## src/bmpmi_pkg.sv

```systemverilog
package bmpmi_pkg;

    // Icon geometry
    localparam int ICON_WIDTH = 30;
    localparam int ICON_ROWS  = 19;

    localparam int POS_W = 7;

    // Pixel depth codes
    typedef enum logic [1:0] {
        DEPTH_1  = 2'd0,
        DEPTH_16 = 2'd1,
        DEPTH_24 = 2'd2,
        DEPTH_32 = 2'd3
    } depth_t;

    // Row stride in bytes, padded to four
    localparam int STRIDE_1  = (((ICON_WIDTH * 1  + 7) / 8 + 3) / 4) * 4;
    localparam int STRIDE_16 = (((ICON_WIDTH * 16 + 7) / 8 + 3) / 4) * 4;
    localparam int STRIDE_24 = (((ICON_WIDTH * 24 + 7) / 8 + 3) / 4) * 4;
    localparam int STRIDE_32 = (((ICON_WIDTH * 32 + 7) / 8 + 3) / 4) * 4;

    // Pixel columns that exist in the icon, MSB first
    localparam logic [31:0] WIDTH_MASK = ~(32'hFFFF_FFFF >> ICON_WIDTH);

    localparam logic [9:0] SUM_WHITE    = 10'd765;
    localparam logic [9:0] SUM_BLACK_LT = 10'd384;
    localparam logic [6:0] S16_BLACK_LT = 7'd23;

    // Per-byte result of the pixel unit
    typedef struct packed {
        logic [15:0] sum_next;
        logic [31:0] set_bits;
        logic        warn;
    } pix_t;

    function automatic logic [7:0] stride_of(depth_t mode);
        logic [7:0] s;
        unique case (mode)
            DEPTH_1:  s = 8'(STRIDE_1);
            DEPTH_16: s = 8'(STRIDE_16);
            DEPTH_24: s = 8'(STRIDE_24);
            DEPTH_32: s = 8'(STRIDE_32);
            default:  s = 8'(STRIDE_1);
        endcase
        return s;
    endfunction

endpackage

```

## src/bmpmi_pixel.sv

```systemverilog
module bmpmi_pixel (
    input  logic [7:0]                    pixel_byte,
    input  bmpmi_pkg::depth_t             mode,
    input  logic [bmpmi_pkg::POS_W-1:0]   pos,
    input  logic [15:0]                   channel_sum,
    output bmpmi_pkg::pix_t               pix
);
    import bmpmi_pkg::*;

    logic [12:0] prod3;
    logic [5:0]  x3;
    logic [7:0]  rem3;
    logic [1:0]  k;
    logic [1:0]  k_last;
    logic [5:0]  x;
    logic [15:0] base;
    logic [15:0] sum;
    logic [15:0] w;
    logic [6:0]  s16;
    logic        black;
    logic        pix_done;
    logic        warn;
    logic [31:0] bit_mask;
    logic [31:0] byte_mask;

    // pos / 3 by reciprocal: exact for pos < 128
    assign prod3 = 13'(pos) * 13'd43;
    assign x3    = prod3[12:7];
    assign rem3  = 8'(pos) - 8'({x3, 1'b0}) - 8'(x3);

    assign w   = {pixel_byte, channel_sum[7:0]};
    assign s16 = 7'(w[14:12]) + 7'(w[9:5]) + 7'(w[4:0]);

    // 1 bpp: eight pixels at once, only the first four bytes land in the row
    assign byte_mask = (pos[6:2] == 5'd0)
                     ? (({pixel_byte, 24'h0} >> {pos[1:0], 3'b000}) & WIDTH_MASK)
                     : 32'h0;

    always_comb
    begin
        k      = 2'd0;
        k_last = 2'd0;
        x      = 6'd0;
        unique case (mode)
            DEPTH_1:
            begin
                k      = 2'd0;
                k_last = 2'd0;
                x      = 6'd0;
            end
            DEPTH_16:
            begin
                k      = {1'b0, pos[0]};
                k_last = 2'd1;
                x      = pos[6:1];
            end
            DEPTH_24:
            begin
                k      = rem3[1:0];
                k_last = 2'd2;
                x      = x3;
            end
            DEPTH_32:
            begin
                k      = pos[1:0];
                k_last = 2'd3;
                x      = {1'b0, pos[6:2]};
            end
            default:
            begin
                k      = 2'd0;
                k_last = 2'd0;
                x      = 6'd0;
            end
        endcase
    end

    always_comb
    begin
        base     = (k == 2'd0) ? 16'h0 : channel_sum;
        sum      = channel_sum;
        black    = 1'b0;
        pix_done = 1'b0;
        warn     = 1'b0;
        unique case (mode)
            DEPTH_1:
            begin
                sum = channel_sum;
            end
            DEPTH_16:
            begin
                if (k == 2'd0)
                begin
                    sum = 16'(pixel_byte);
                end
                else
                begin
                    sum      = channel_sum;
                    pix_done = 1'b1;
                    black    = (s16 < S16_BLACK_LT);
                end
            end
            DEPTH_24, DEPTH_32:
            begin
                // 32 bpp: leading X/A byte is not a color channel
                if (mode == DEPTH_32 && k == 2'd0)
                    sum = base;
                else
                    sum = base + 16'(pixel_byte);
                if (k == k_last)
                begin
                    pix_done = 1'b1;
                    black    = (sum < 16'(SUM_BLACK_LT));
                    warn     = (sum != 16'h0) && (sum != 16'(SUM_WHITE));
                end
            end
            default:
            begin
                sum = channel_sum;
            end
        endcase
    end

    assign bit_mask = (pix_done && black && !x[5])
                    ? ((32'h8000_0000 >> x[4:0]) & WIDTH_MASK)
                    : 32'h0;

    assign pix = '{sum_next: sum,
                   set_bits: (mode == DEPTH_1) ? byte_mask : bit_mask,
                   warn:     warn};

endmodule

```

## src/bmp_rows_to_mono_icon.sv

```systemverilog
// bmp_rows_to_mono_icon: BMP pixel-array bytes to a 1 bpp icon, one row per beat out.
// The beat carrying a row's last byte passes one input register stage, then its row beat
//   is set in the result register.
// Throughput: one byte per cycle, unless a row's last byte meets a row beat held by out_stall;
//   the output register lets the next row's other bytes in while a row beat waits on out_stall.
// Reset (rst_n low, async): depth 1 bpp, counters, row accumulator and warning cleared.
module bmp_rows_to_mono_icon (
    input  logic                      clk,
    input  logic                      rst_n,
    // configuration write
    input  logic                      cfg_valid,
    output logic                      cfg_ready,
    input  logic [1:0]                depth_mode,
    // byte input
    input  logic                      in_valid,
    output logic                      in_stall,
    input  logic [7:0]                pixel_byte,
    // row output
    output logic                      out_valid,
    input  logic                      out_stall,
    output logic [31:0]               row_bits,
    output logic [4:0]                row_number,
    output logic                      color_warning,
    output logic                      frame_done
);
    import bmpmi_pkg::*;

    // configuration
    depth_t            mode_reg;

    // input stage
    logic              s1_valid_reg;
    logic [7:0]        s1_byte_reg;

    // row state
    logic [POS_W-1:0]  row_byte_pos_reg, row_byte_pos_next;
    logic [15:0]       channel_sum_reg, channel_sum_next;
    logic [31:0]       row_accum_reg, row_accum_next;
    logic [4:0]        rows_done_reg, rows_done_next;
    logic              warn_reg, warn_next;

    // result register
    logic              out_valid_reg;
    logic [31:0]       row_bits_reg;
    logic [4:0]        row_number_reg;
    logic              warn_out_reg;
    logic              frame_done_reg;

    pix_t              pix;
    logic              row_end;
    logic              last_row;
    logic              s1_adv;
    logic              s1_load;
    logic [31:0]       row_full;
    logic              warn_now;

    assign cfg_ready = 1'b1;

    bmpmi_pixel u_pixel (
        .pixel_byte  (s1_byte_reg),
        .mode        (mode_reg),
        .pos         (row_byte_pos_reg),
        .channel_sum (channel_sum_reg),
        .pix         (pix)
    );

    // Row ends on the stride's last byte, or at once if a depth change left
    // the position past the new stride.
    assign row_end  = (({1'b0, row_byte_pos_reg} + 8'd1) >= stride_of(mode_reg));
    assign last_row = ((6'(rows_done_reg) + 6'd1) >= 6'(ICON_ROWS));
    assign row_full = row_accum_reg | pix.set_bits;
    assign warn_now = warn_reg | pix.warn;

    // Byte stage moves on unless it would emit into a held result beat.
    assign s1_adv   = s1_valid_reg && (!row_end || !out_valid_reg || !out_stall);
    assign in_stall = s1_valid_reg && !s1_adv;
    assign s1_load  = in_valid && !in_stall;

    always_comb
    begin
        row_byte_pos_next = row_byte_pos_reg;
        channel_sum_next  = channel_sum_reg;
        row_accum_next    = row_accum_reg;
        rows_done_next    = rows_done_reg;
        warn_next         = warn_reg;
        if (s1_adv)
        begin
            if (row_end)
            begin
                row_byte_pos_next = '0;
                channel_sum_next  = 16'h0;
                row_accum_next    = 32'h0;
                if (last_row)
                begin
                    rows_done_next = 5'd0;
                    warn_next      = 1'b0;
                end
                else
                begin
                    rows_done_next = rows_done_reg + 5'd1;
                    warn_next      = warn_now;
                end
            end
            else
            begin
                row_byte_pos_next = row_byte_pos_reg + POS_W'(1);
                channel_sum_next  = pix.sum_next;
                row_accum_next    = row_full;
                warn_next         = warn_now;
            end
        end
    end

    always_ff @(posedge clk or negedge rst_n)
    begin
        if (!rst_n)
        begin
            mode_reg         <= DEPTH_1;
            s1_valid_reg     <= 1'b0;
            row_byte_pos_reg <= '0;
            channel_sum_reg  <= 16'h0;
            row_accum_reg    <= 32'h0;
            rows_done_reg    <= 5'd0;
            warn_reg         <= 1'b0;
            out_valid_reg    <= 1'b0;
        end
        else
        begin
            if (cfg_valid && cfg_ready)
                mode_reg <= depth_t'(depth_mode);
            if (s1_load)
                s1_valid_reg <= 1'b1;
            else if (s1_adv)
                s1_valid_reg <= 1'b0;
            row_byte_pos_reg <= row_byte_pos_next;
            channel_sum_reg  <= channel_sum_next;
            row_accum_reg    <= row_accum_next;
            rows_done_reg    <= rows_done_next;
            warn_reg         <= warn_next;
            if (s1_adv && row_end)
                out_valid_reg <= 1'b1;
            else if (!out_stall)
                out_valid_reg <= 1'b0;
        end
    end

    // payload registers, no reset
    always_ff @(posedge clk)
    begin
        if (s1_load)
            s1_byte_reg <= pixel_byte;
        if (s1_adv && row_end)
        begin
            // top row: first byte of the frame's last row forced to zero
            row_bits_reg   <= last_row ? (row_full & 32'h00FF_FFFF) : row_full;
            row_number_reg <= 5'(ICON_ROWS - 1) - rows_done_reg;
            warn_out_reg   <= warn_now;
            frame_done_reg <= last_row;
        end
    end

    assign out_valid     = out_valid_reg;
    assign row_bits      = row_bits_reg;
    assign row_number    = row_number_reg;
    assign color_warning = warn_out_reg;
    assign frame_done    = frame_done_reg;

endmodule

```

## config.mk

```make
export PLATFORM = sky130hd
export DESIGN_NAME = bmp_rows_to_mono_icon
export DESIGN_NICKNAME = d
export VERILOG_FILES = /design/src/bmpmi_pkg.sv /design/src/bmpmi_pixel.sv /design/src/bmp_rows_to_mono_icon.sv
export SDC_FILE = /design/constraint.sdc
export NUM_CORES = 1
export LEC_CHECK = 0
export ABC_CLOCK_PERIOD_IN_PS = 9320
export BUFFER_PORTS_ARGS = -buffer_cell sky130_fd_sc_hd__buf_2
export CAP_MARGIN = 20
export CORE_MARGIN = 2
export CORE_UTILIZATION = 40
export CTS_CLUSTER_SIZE = 10
export DETAILED_ROUTE_END_ITERATION = 8
export PLACE_DENSITY = 0.62
export SYNTH_ARGS = -nofsm -noshare
export SYNTH_HDL_FRONTEND = slang
export SYNTH_SLANG_ARGS = --single-unit
```

## constraint.sdc

```tcl
create_clock -name clk -period 9.32 [get_ports clk]
set_input_delay 0.466 -clock clk [delete_from_list [all_inputs] [get_ports clk]]
set_output_delay 0.466 -clock clk [all_outputs]
set_load 0.01 [all_outputs]
```

==> results of run 1 <==
-- cells in the mapped netlist, types with 8 or more instances --
cell type | number | area share (%)
fa_1 | 9 | 2.3
a21o_1 | 11 | 1.1
a22oi_1 | 17 | 1.6
nor2_1 | 40 | 1.9
or2_2 | 8 | 0.64
xnor2_1 | 14 | 1.6
edfxtp_1 | 45 | 17
xor2_1 | 8 | 0.90
inv_1 | 46 | 2.2
dfrtp_1 | 63 | 20
nor2b_1 | 11 | 0.88
o21ai_1 | 20 | 1.3
clkbuf_1 | 36 | 1.7
or3_1 | 12 | 0.96
ha_1 | 54 | 8.6
o21ai_0 | 63 | 4.0
o31ai_1 | 28 | 2.7
and2_1 | 16 | 1.3
nand2b_1 | 15 | 1.2
nor3_1 | 23 | 1.5
nand2_1 | 83 | 4.0
a21oi_1 | 55 | 3.5
nand3_1 | 26 | 1.7
and3_1 | 10 | 0.80
-- cell type report --
cell class | instances | area, um^2 | area share, %
clock buffers | 9 | 225 | 2.61
clock inverters | 7 | 83.8 | 0.971
inverters | 47 | 176 | 2.04
multi-input cells | 660 | 4510 | 52.2
flip-flops and latches | 108 | 2930 | 33.9
well taps | 265 | 332 | 3.84
repair buffers | 69 | 385 | 4.46
-- power by group through the flow --
stage	logic (mW)	registers [mW]	clock network (mW)
after floorplan	1.38	0.723	0
after global placement	1.78	0.756	0
after detailed placement	1.79	0.760	0
after CTS	1.81	0.751	0.401
after global routing	2.06	0.770	0.417
final	1.83	0.752	0.396
-- metal layers --
| metal | wire length, um | vias to the layer above | track usage, % |
|---|---|---|---|
| met3 | 1230 | 37 | 3.43 |
| met5 | 0 | - | 0 |
| met1 | 9810 | 3282 | 30.2 |
| li1 | - | 3249 | - |
| met4 | 579 | 0 | 7.95 |
| met2 | 9250 | 231 | 31.1 |
-- cells by family after synthesis --
group	after synthesis
compound gates	285
simple gates	278
flops	108
buf+inv	101
fa+ha+maj	64
xor+xnor	23
mux	7
other cells	2
-- metrics by stage --
step           power, mW  setup slack, ns  instance area (um^2)  utilization [%]  std cells
5_1_grt             3.25           0.0759                  8640             44.7       1165
3_3_place_gp        2.54            0.545                  8310             43.0       1149
4_1_cts             2.96            0.316                  8620             44.6       1165
3_5_place_dp        2.55            0.365                  8310             43.0       1149
6_report            2.98            0.528                  8640             44.7       1165
2_1_floorplan       2.10             1.61                  7830                -        869
-- worst min-delay path by stage --
stage	from	cells past startpoint	endpoint	slack [ns]
floorplan	rst_n	0	channel_sum_reg[0]	0.17
global placement	row_accum_reg[27]	2	row_accum_reg[27]	0.46
detailed placement	row_accum_reg[27]	2	row_accum_reg[27]	0.46
CTS	pixel_byte[3]	1	s1_byte_reg[3]	0.27
global route	pixel_byte[5]	1	s1_byte_reg[5]	0.26
finish	rst_n	2	rows_done_reg[3]	0.27
-- cell usage in the layout, fill, tap and decap left out, types with 7 or more instances in the layout --
cell type,netlist,routed
or2_2,8,8
nand2b_1,15,15
a31oi_1,7,7
nand2_1,83,83
a21o_1,11,11
nor3_1,23,23
nor2_1,40,39
edfxtp_1,45,45
xor2_1,8,8
o22ai_1,7,7
xnor2_1,14,14
inv_1,46,46
clkbuf_16,0,9
and3_1,10,10
o21ai_1,20,20
nand3_1,26,26
nand4_1,7,7
ha_1,54,54
dfrtp_1,63,63
o31ai_1,28,28
o21ai_0,63,63
a21oi_1,55,55
fa_1,9,9
buf_4,4,16
and2_1,16,16
a22oi_1,17,17
or3_1,12,12
nor2b_1,11,11
buf_2,6,53
-- timing repair --
item / in CTS / in global routing
gates resized for setup: 0 / 6
setup endpoints to repair: 0 / 44
hold buffers: 0 / 0
==> impl_metrics.env, run 1 <==
export IMPL_yosysSeqAreaShare_pct=37.4
export IMPL_cts_buffers=9
export IMPL_synth_top_family_by_area="compound AO/OA/AOI/OAI gates"
export IMPL_setup_violations_final=0
export IMPL_powerDensity_mw_per_mm2=345
export IMPL_skew_ns=0.0116
export IMPL_cp_common_cell="ha_1"
export IMPL_critPathBufInv=4
export IMPL_synth_cell_type_count=86
export IMPL_area_growth_syn_to_layout_pct=10.3
export IMPL_synth_warnings=0
export IMPL_synth_edff_count=45
export IMPL_drtAntennaViolNets=0
export IMPL_grt_max_degree=64
export IMPL_clkPwrFrac_pct=13.3
export IMPL_finalNetCount=973
export IMPL_syn_area_mm2=0.00783
export IMPL_antenna_found_initial=0
export IMPL_viasPerCell=5.84
export IMPL_num_rows=51
export IMPL_setup_worst_path_class="reg -> reg"
export IMPL_clkTransAtPathRegs_ns=0.09
export IMPL_reg2reg_to="row_accum_reg[9]"
export IMPL_core_area_mm2=0.0193
export IMPL_fillers=1864
export IMPL_p_int_mw=1.55
export IMPL_start_util_pct=40.5
export IMPL_maxSlewViolCount=0
export IMPL_die_x_um=144
export IMPL_diodes=0
export IMPL_drtIter0Drc=601
export IMPL_setup_tns_ns=0
export IMPL_switching_share_pct=48.0
export IMPL_vias=6799
export IMPL_ir_drop_v=0.000175
export IMPL_cts_setup_buffers=0
export IMPL_power_frac_comb_pct=61.5
export IMPL_wl_um=20900
export IMPL_pwr_share_seq_pct=25.2
export IMPL_cp_endpoint="row_accum_reg[9]"
export IMPL_async_flop_share_pct=58.3
export IMPL_wire_per_inst_um=17.9
export IMPL_crit_cells=32
export IMPL_synth_simple_gate_area_share_pct=18.2
export IMPL_die_h_um=144
export IMPL_r2r_slack_ns=0.53
export IMPL_dr_pass1_iters=5
export IMPL_drc=0
export IMPL_grt_pass1_vias=6242
export IMPL_fmax_ghz=0.114
export IMPL_tritoncts="yes"
export IMPL_hpwl_um=14900
export IMPL_slowest_delay_ns=0.53
export IMPL_gp_congestion=0.901
export IMPL_track_usage_pct=20.9
export IMPL_timing_rr_start="row_byte_pos_reg[6]"
export IMPL_synth_xor_area_share_pct=2.67
export IMPL_synthAdderAreaFrac_pct=11.1
export IMPL_worstMarginPinSlew_ns=1.09
export IMPL_clk_latency_ns=0.37
export IMPL_synth_compound_area_share_pct=24.3
export IMPL_reg2reg_depth=32
export IMPL_yosys_mux_area_fraction_pct=0.911
export IMPL_run_status="complete, no violations"
export IMPL_ys_flop_type="dfrtp_1"
export IMPL_required_ns=9.58
export IMPL_numPortBuffers=53
export IMPL_rsz0062_at_grt="no"
export IMPL_switchingPower_mw=1.43
export IMPL_synthCells=868
export IMPL_path_max_fanout=11
export IMPL_start_kind="flop"
export IMPL_worstPathArrival_ns=9.05
export IMPL_critical_path_top_delay_family="compound AO/OA/AOI/OAI gates"
export IMPL_ys_ff_latch=108
export IMPL_avgSynthCellArea_um2=9.02
export IMPL_slowest_stage="dfrtp_1"
export IMPL_clockRootBuffer="clkbuf_16"
export IMPL_startpoint="row_byte_pos_reg[6]"
export IMPL_hold_class="in -> async"
export IMPL_cap_violations=0
export IMPL_dieArea_mm2=0.0207
export IMPL_post_route_min_period_ns=8.79
export IMPL_maxSlewHeadroom_pct=26.6
export IMPL_holdWs_ns=0.269
export IMPL_layout_drive_gt1_share_pct=13.2
export IMPL_ioPinCount=57
export IMPL_finalCritPeriodShare_pct=94.3
export IMPL_cts_sinks=108
export IMPL_end_kind="flop"
export IMPL_overflow=0
export IMPL_hold_violations=0
export IMPL_max_clock_path_buffers=2
export IMPL_p_leak_nw=3.63
export IMPL_grt_pass1_wl_um=33800
export IMPL_htreeDepth=3
(Power assumes the default switching activity.)
==> run 2, diff against run 1 <==
- CELL_PAD_IN_SITES_DETAIL_PLACEMENT: default -> 2
- CELL_PAD_IN_SITES_GLOBAL_PLACEMENT: default -> 2
- CORE_ASPECT_RATIO: default -> 0.75
- CORE_UTILIZATION: 40 -> 39
- PLACE_DENSITY: 0.62 -> 0.87
==> run 2 against run 1 <==
Compared with the run above:
- count of clock-buffer cells in the layout stayed put
- hold slack worse by 0.010 ns
- core utilization is 0.083 points lower
- die area is 2.6% higher
- sequential share of layout area is 0.21 points lower
- total power is 9.0% higher
- setup slack worse by 0.078 ns
- design area is 0.61% higher
- critical endpoint is now row_accum_reg[17]
- largest cell class unchanged
- largest power group unchanged
- highest routed layer unchanged
==> impl_metrics.env, run 2 (same netlist as run 1, synthesis figures left out) <==
export IMPL_run_status="complete, no violations"
export IMPL_reg2reg_depth=35
export IMPL_setup_tns_ns=0
export IMPL_worstMarginPinSlew_ns=1.18
export IMPL_layout_common_cells="nand2_1 (83), o21ai_0 (63), dfrtp_1 (63)"
export IMPL_vias=7277
export IMPL_worstPathArrival_ns=9.12
export IMPL_p_leak_nw=3.65
export IMPL_cp_endpoint="row_accum_reg[17]"
export IMPL_clockRootBuffer="clkbuf_16"
export IMPL_ir_drop_v=0.000252
export IMPL_start_kind="flop"
export IMPL_grt_pass1_vias=7891
export IMPL_required_ns=9.57
export IMPL_startpoint="row_byte_pos_reg[3]"
export IMPL_grt_pass1_wl_um=46200
export IMPL_powerDensity_mw_per_mm2=374
export IMPL_post_route_min_period_ns=8.87
export IMPL_critical_path_top_delay_family="compound AO/OA/AOI/OAI gates"
export IMPL_reg2reg_to="row_accum_reg[17]"
export IMPL_fmax_ghz=0.113
export IMPL_die_h_um=127
export IMPL_drtIter0Drc=567
export IMPL_clk_latency_ns=0.38
export IMPL_slowest_delay_ns=0.53
export IMPL_core_area_mm2=0.0195
export IMPL_maxSlewViolCount=0
export IMPL_final_setup_worst_slack_ns=0.449
export IMPL_maxSlewHeadroom_pct=20.9
export IMPL_path_max_fanout=11
export IMPL_critPathBufInv=6
export IMPL_cts_hold_buf=0
export IMPL_setup_violations_final=0
export IMPL_cap_violations=0
export IMPL_drc=0
export IMPL_place_area_mm2=0.00831
export IMPL_wire_per_inst_um=24.8
export IMPL_clkPwrFrac_pct=12.8
export IMPL_ioPinCount=57
export IMPL_antenna_found_initial=0
export IMPL_final_common_cell="nand2_1"
export IMPL_p_int_mw=1.59
export IMPL_pwr_share_seq_pct=23.8
export IMPL_hold_violations=0
export IMPL_slowest_stage="fa_1"
export IMPL_finalNetCount=978
export IMPL_max_clock_path_buffers=2
export IMPL_drtAntennaViolNets=0
export IMPL_start_util_pct=40.2
export IMPL_area_growth_syn_to_layout_pct=11.0
export IMPL_crit_cells=35
export IMPL_end_kind="flop"
export IMPL_clkTransAtPathRegs_ns=0.09
export IMPL_htreeDepth=3
export IMPL_timing_rr_start="row_byte_pos_reg[3]"
export IMPL_track_usage_pct=27.9
export IMPL_cts_buffers=9
export IMPL_switchingPower_mw=1.66
export IMPL_tritoncts="yes"
export IMPL_switching_share_pct=51.1
export IMPL_die_x_um=168
export IMPL_stdcell_area_mm2=0.00869
export IMPL_hpwl_um=20700
export IMPL_numPortBuffers=53
export IMPL_cp_common_cell="ha_1"
export IMPL_hold_class="in -> reg"
export IMPL_power_frac_comb_pct=63.4
export IMPL_grt_max_degree=64
export IMPL_pre_cts_ws_ns=0.148
export IMPL_finalCritPeriodShare_pct=95.2
export IMPL_gp_congestion=0.861
export IMPL_layout_drive_gt1_share_pct=14.1
export IMPL_num_rows=44
export IMPL_r2r_slack_ns=0.45
export IMPL_cts_sinks=108
export IMPL_diodes=0
export IMPL_dieArea_mm2=0.0212
export IMPL_skew_ns=0.0110
export IMPL_setup_worst_path_class="reg -> reg"
export IMPL_wl_um=28700
export IMPL_dr_pass1_iters=5
export IMPL_viasPerCell=6.28
export IMPL_overflow=0
[run 2: layout make-up]
type                       instances  area [um^2]
inverter                          47          176
sequential                       108         2930
fill                            2123        10800
clock buffer                       9          225
timing repair buffer              74          423
tap                              253          317
clock inverter                     7         91.3
multi-input combinational        660         4530
[run 2: worst min path at each step]
stage | from | end | slack, ns | cells past startpoint
after floorplan | rst_n | channel_sum_reg[0] | 0.17 | 0
after global placement | row_accum_reg[15] | row_accum_reg[15] | 0.45 | 2
after detailed placement | row_accum_reg[23] | row_accum_reg[23] | 0.47 | 2
after CTS | pixel_byte[1] | s1_byte_reg[1] | 0.25 | 1
after global routing | pixel_byte[6] | s1_byte_reg[6] | 0.26 | 1
final | pixel_byte[1] | s1_byte_reg[1] | 0.26 | 1
[run 2: stage by stage]
| step | utilization (%) | cells | hold WS, ns | power (mW) |
|---|---|---|---|---|
| floorplan | - | 869 | 0.170 | 2.10 |
| global placement | 42.7 | 1140 | 0.452 | 2.59 |
| detailed placement | 42.7 | 1140 | 0.472 | 2.71 |
| CTS | 44.3 | 1156 | 0.253 | 3.15 |
| global route | 44.6 | 1158 | 0.261 | 3.50 |
| finish | 44.6 | 1158 | 0.258 | 3.25 |
[run 2: power by group through the flow]
stage / clock [mW] / combinational [mW] / sequential [mW]
2_1_floorplan: 0 / 1.38 / 0.723
3_5_place_dp: 0 / 1.93 / 0.778
6_report: 0.417 / 2.06 / 0.773
3_3_place_gp: 0 / 1.82 / 0.762
4_1_cts: 0.421 / 1.96 / 0.770
5_1_grt: 0.440 / 2.27 / 0.789
[run 2: repair_timing]
item / in CTS / in global routing
setup buffers: 0 / 2
endpoints found under the setup margin: 0 / 61
resized for setup: 0 / 10
[run 2: metal layers]
| layer | share of wire [%] | GRT usage, % | vias to the layer above | routed length [um] |
|---|---|---|---|---|
| met1 | 47 | 38.3 | 3758 | 13400 |
| met3 | 4.7 | 4.46 | 35 | 1350 |
| met2 | 47 | 46.3 | 217 | 13600 |
| met4 | 1.3 | 6.91 | 0 | 378 |
| li1 | - | - | 3267 | - |
| met5 | 0 | 0 | - | 0 |
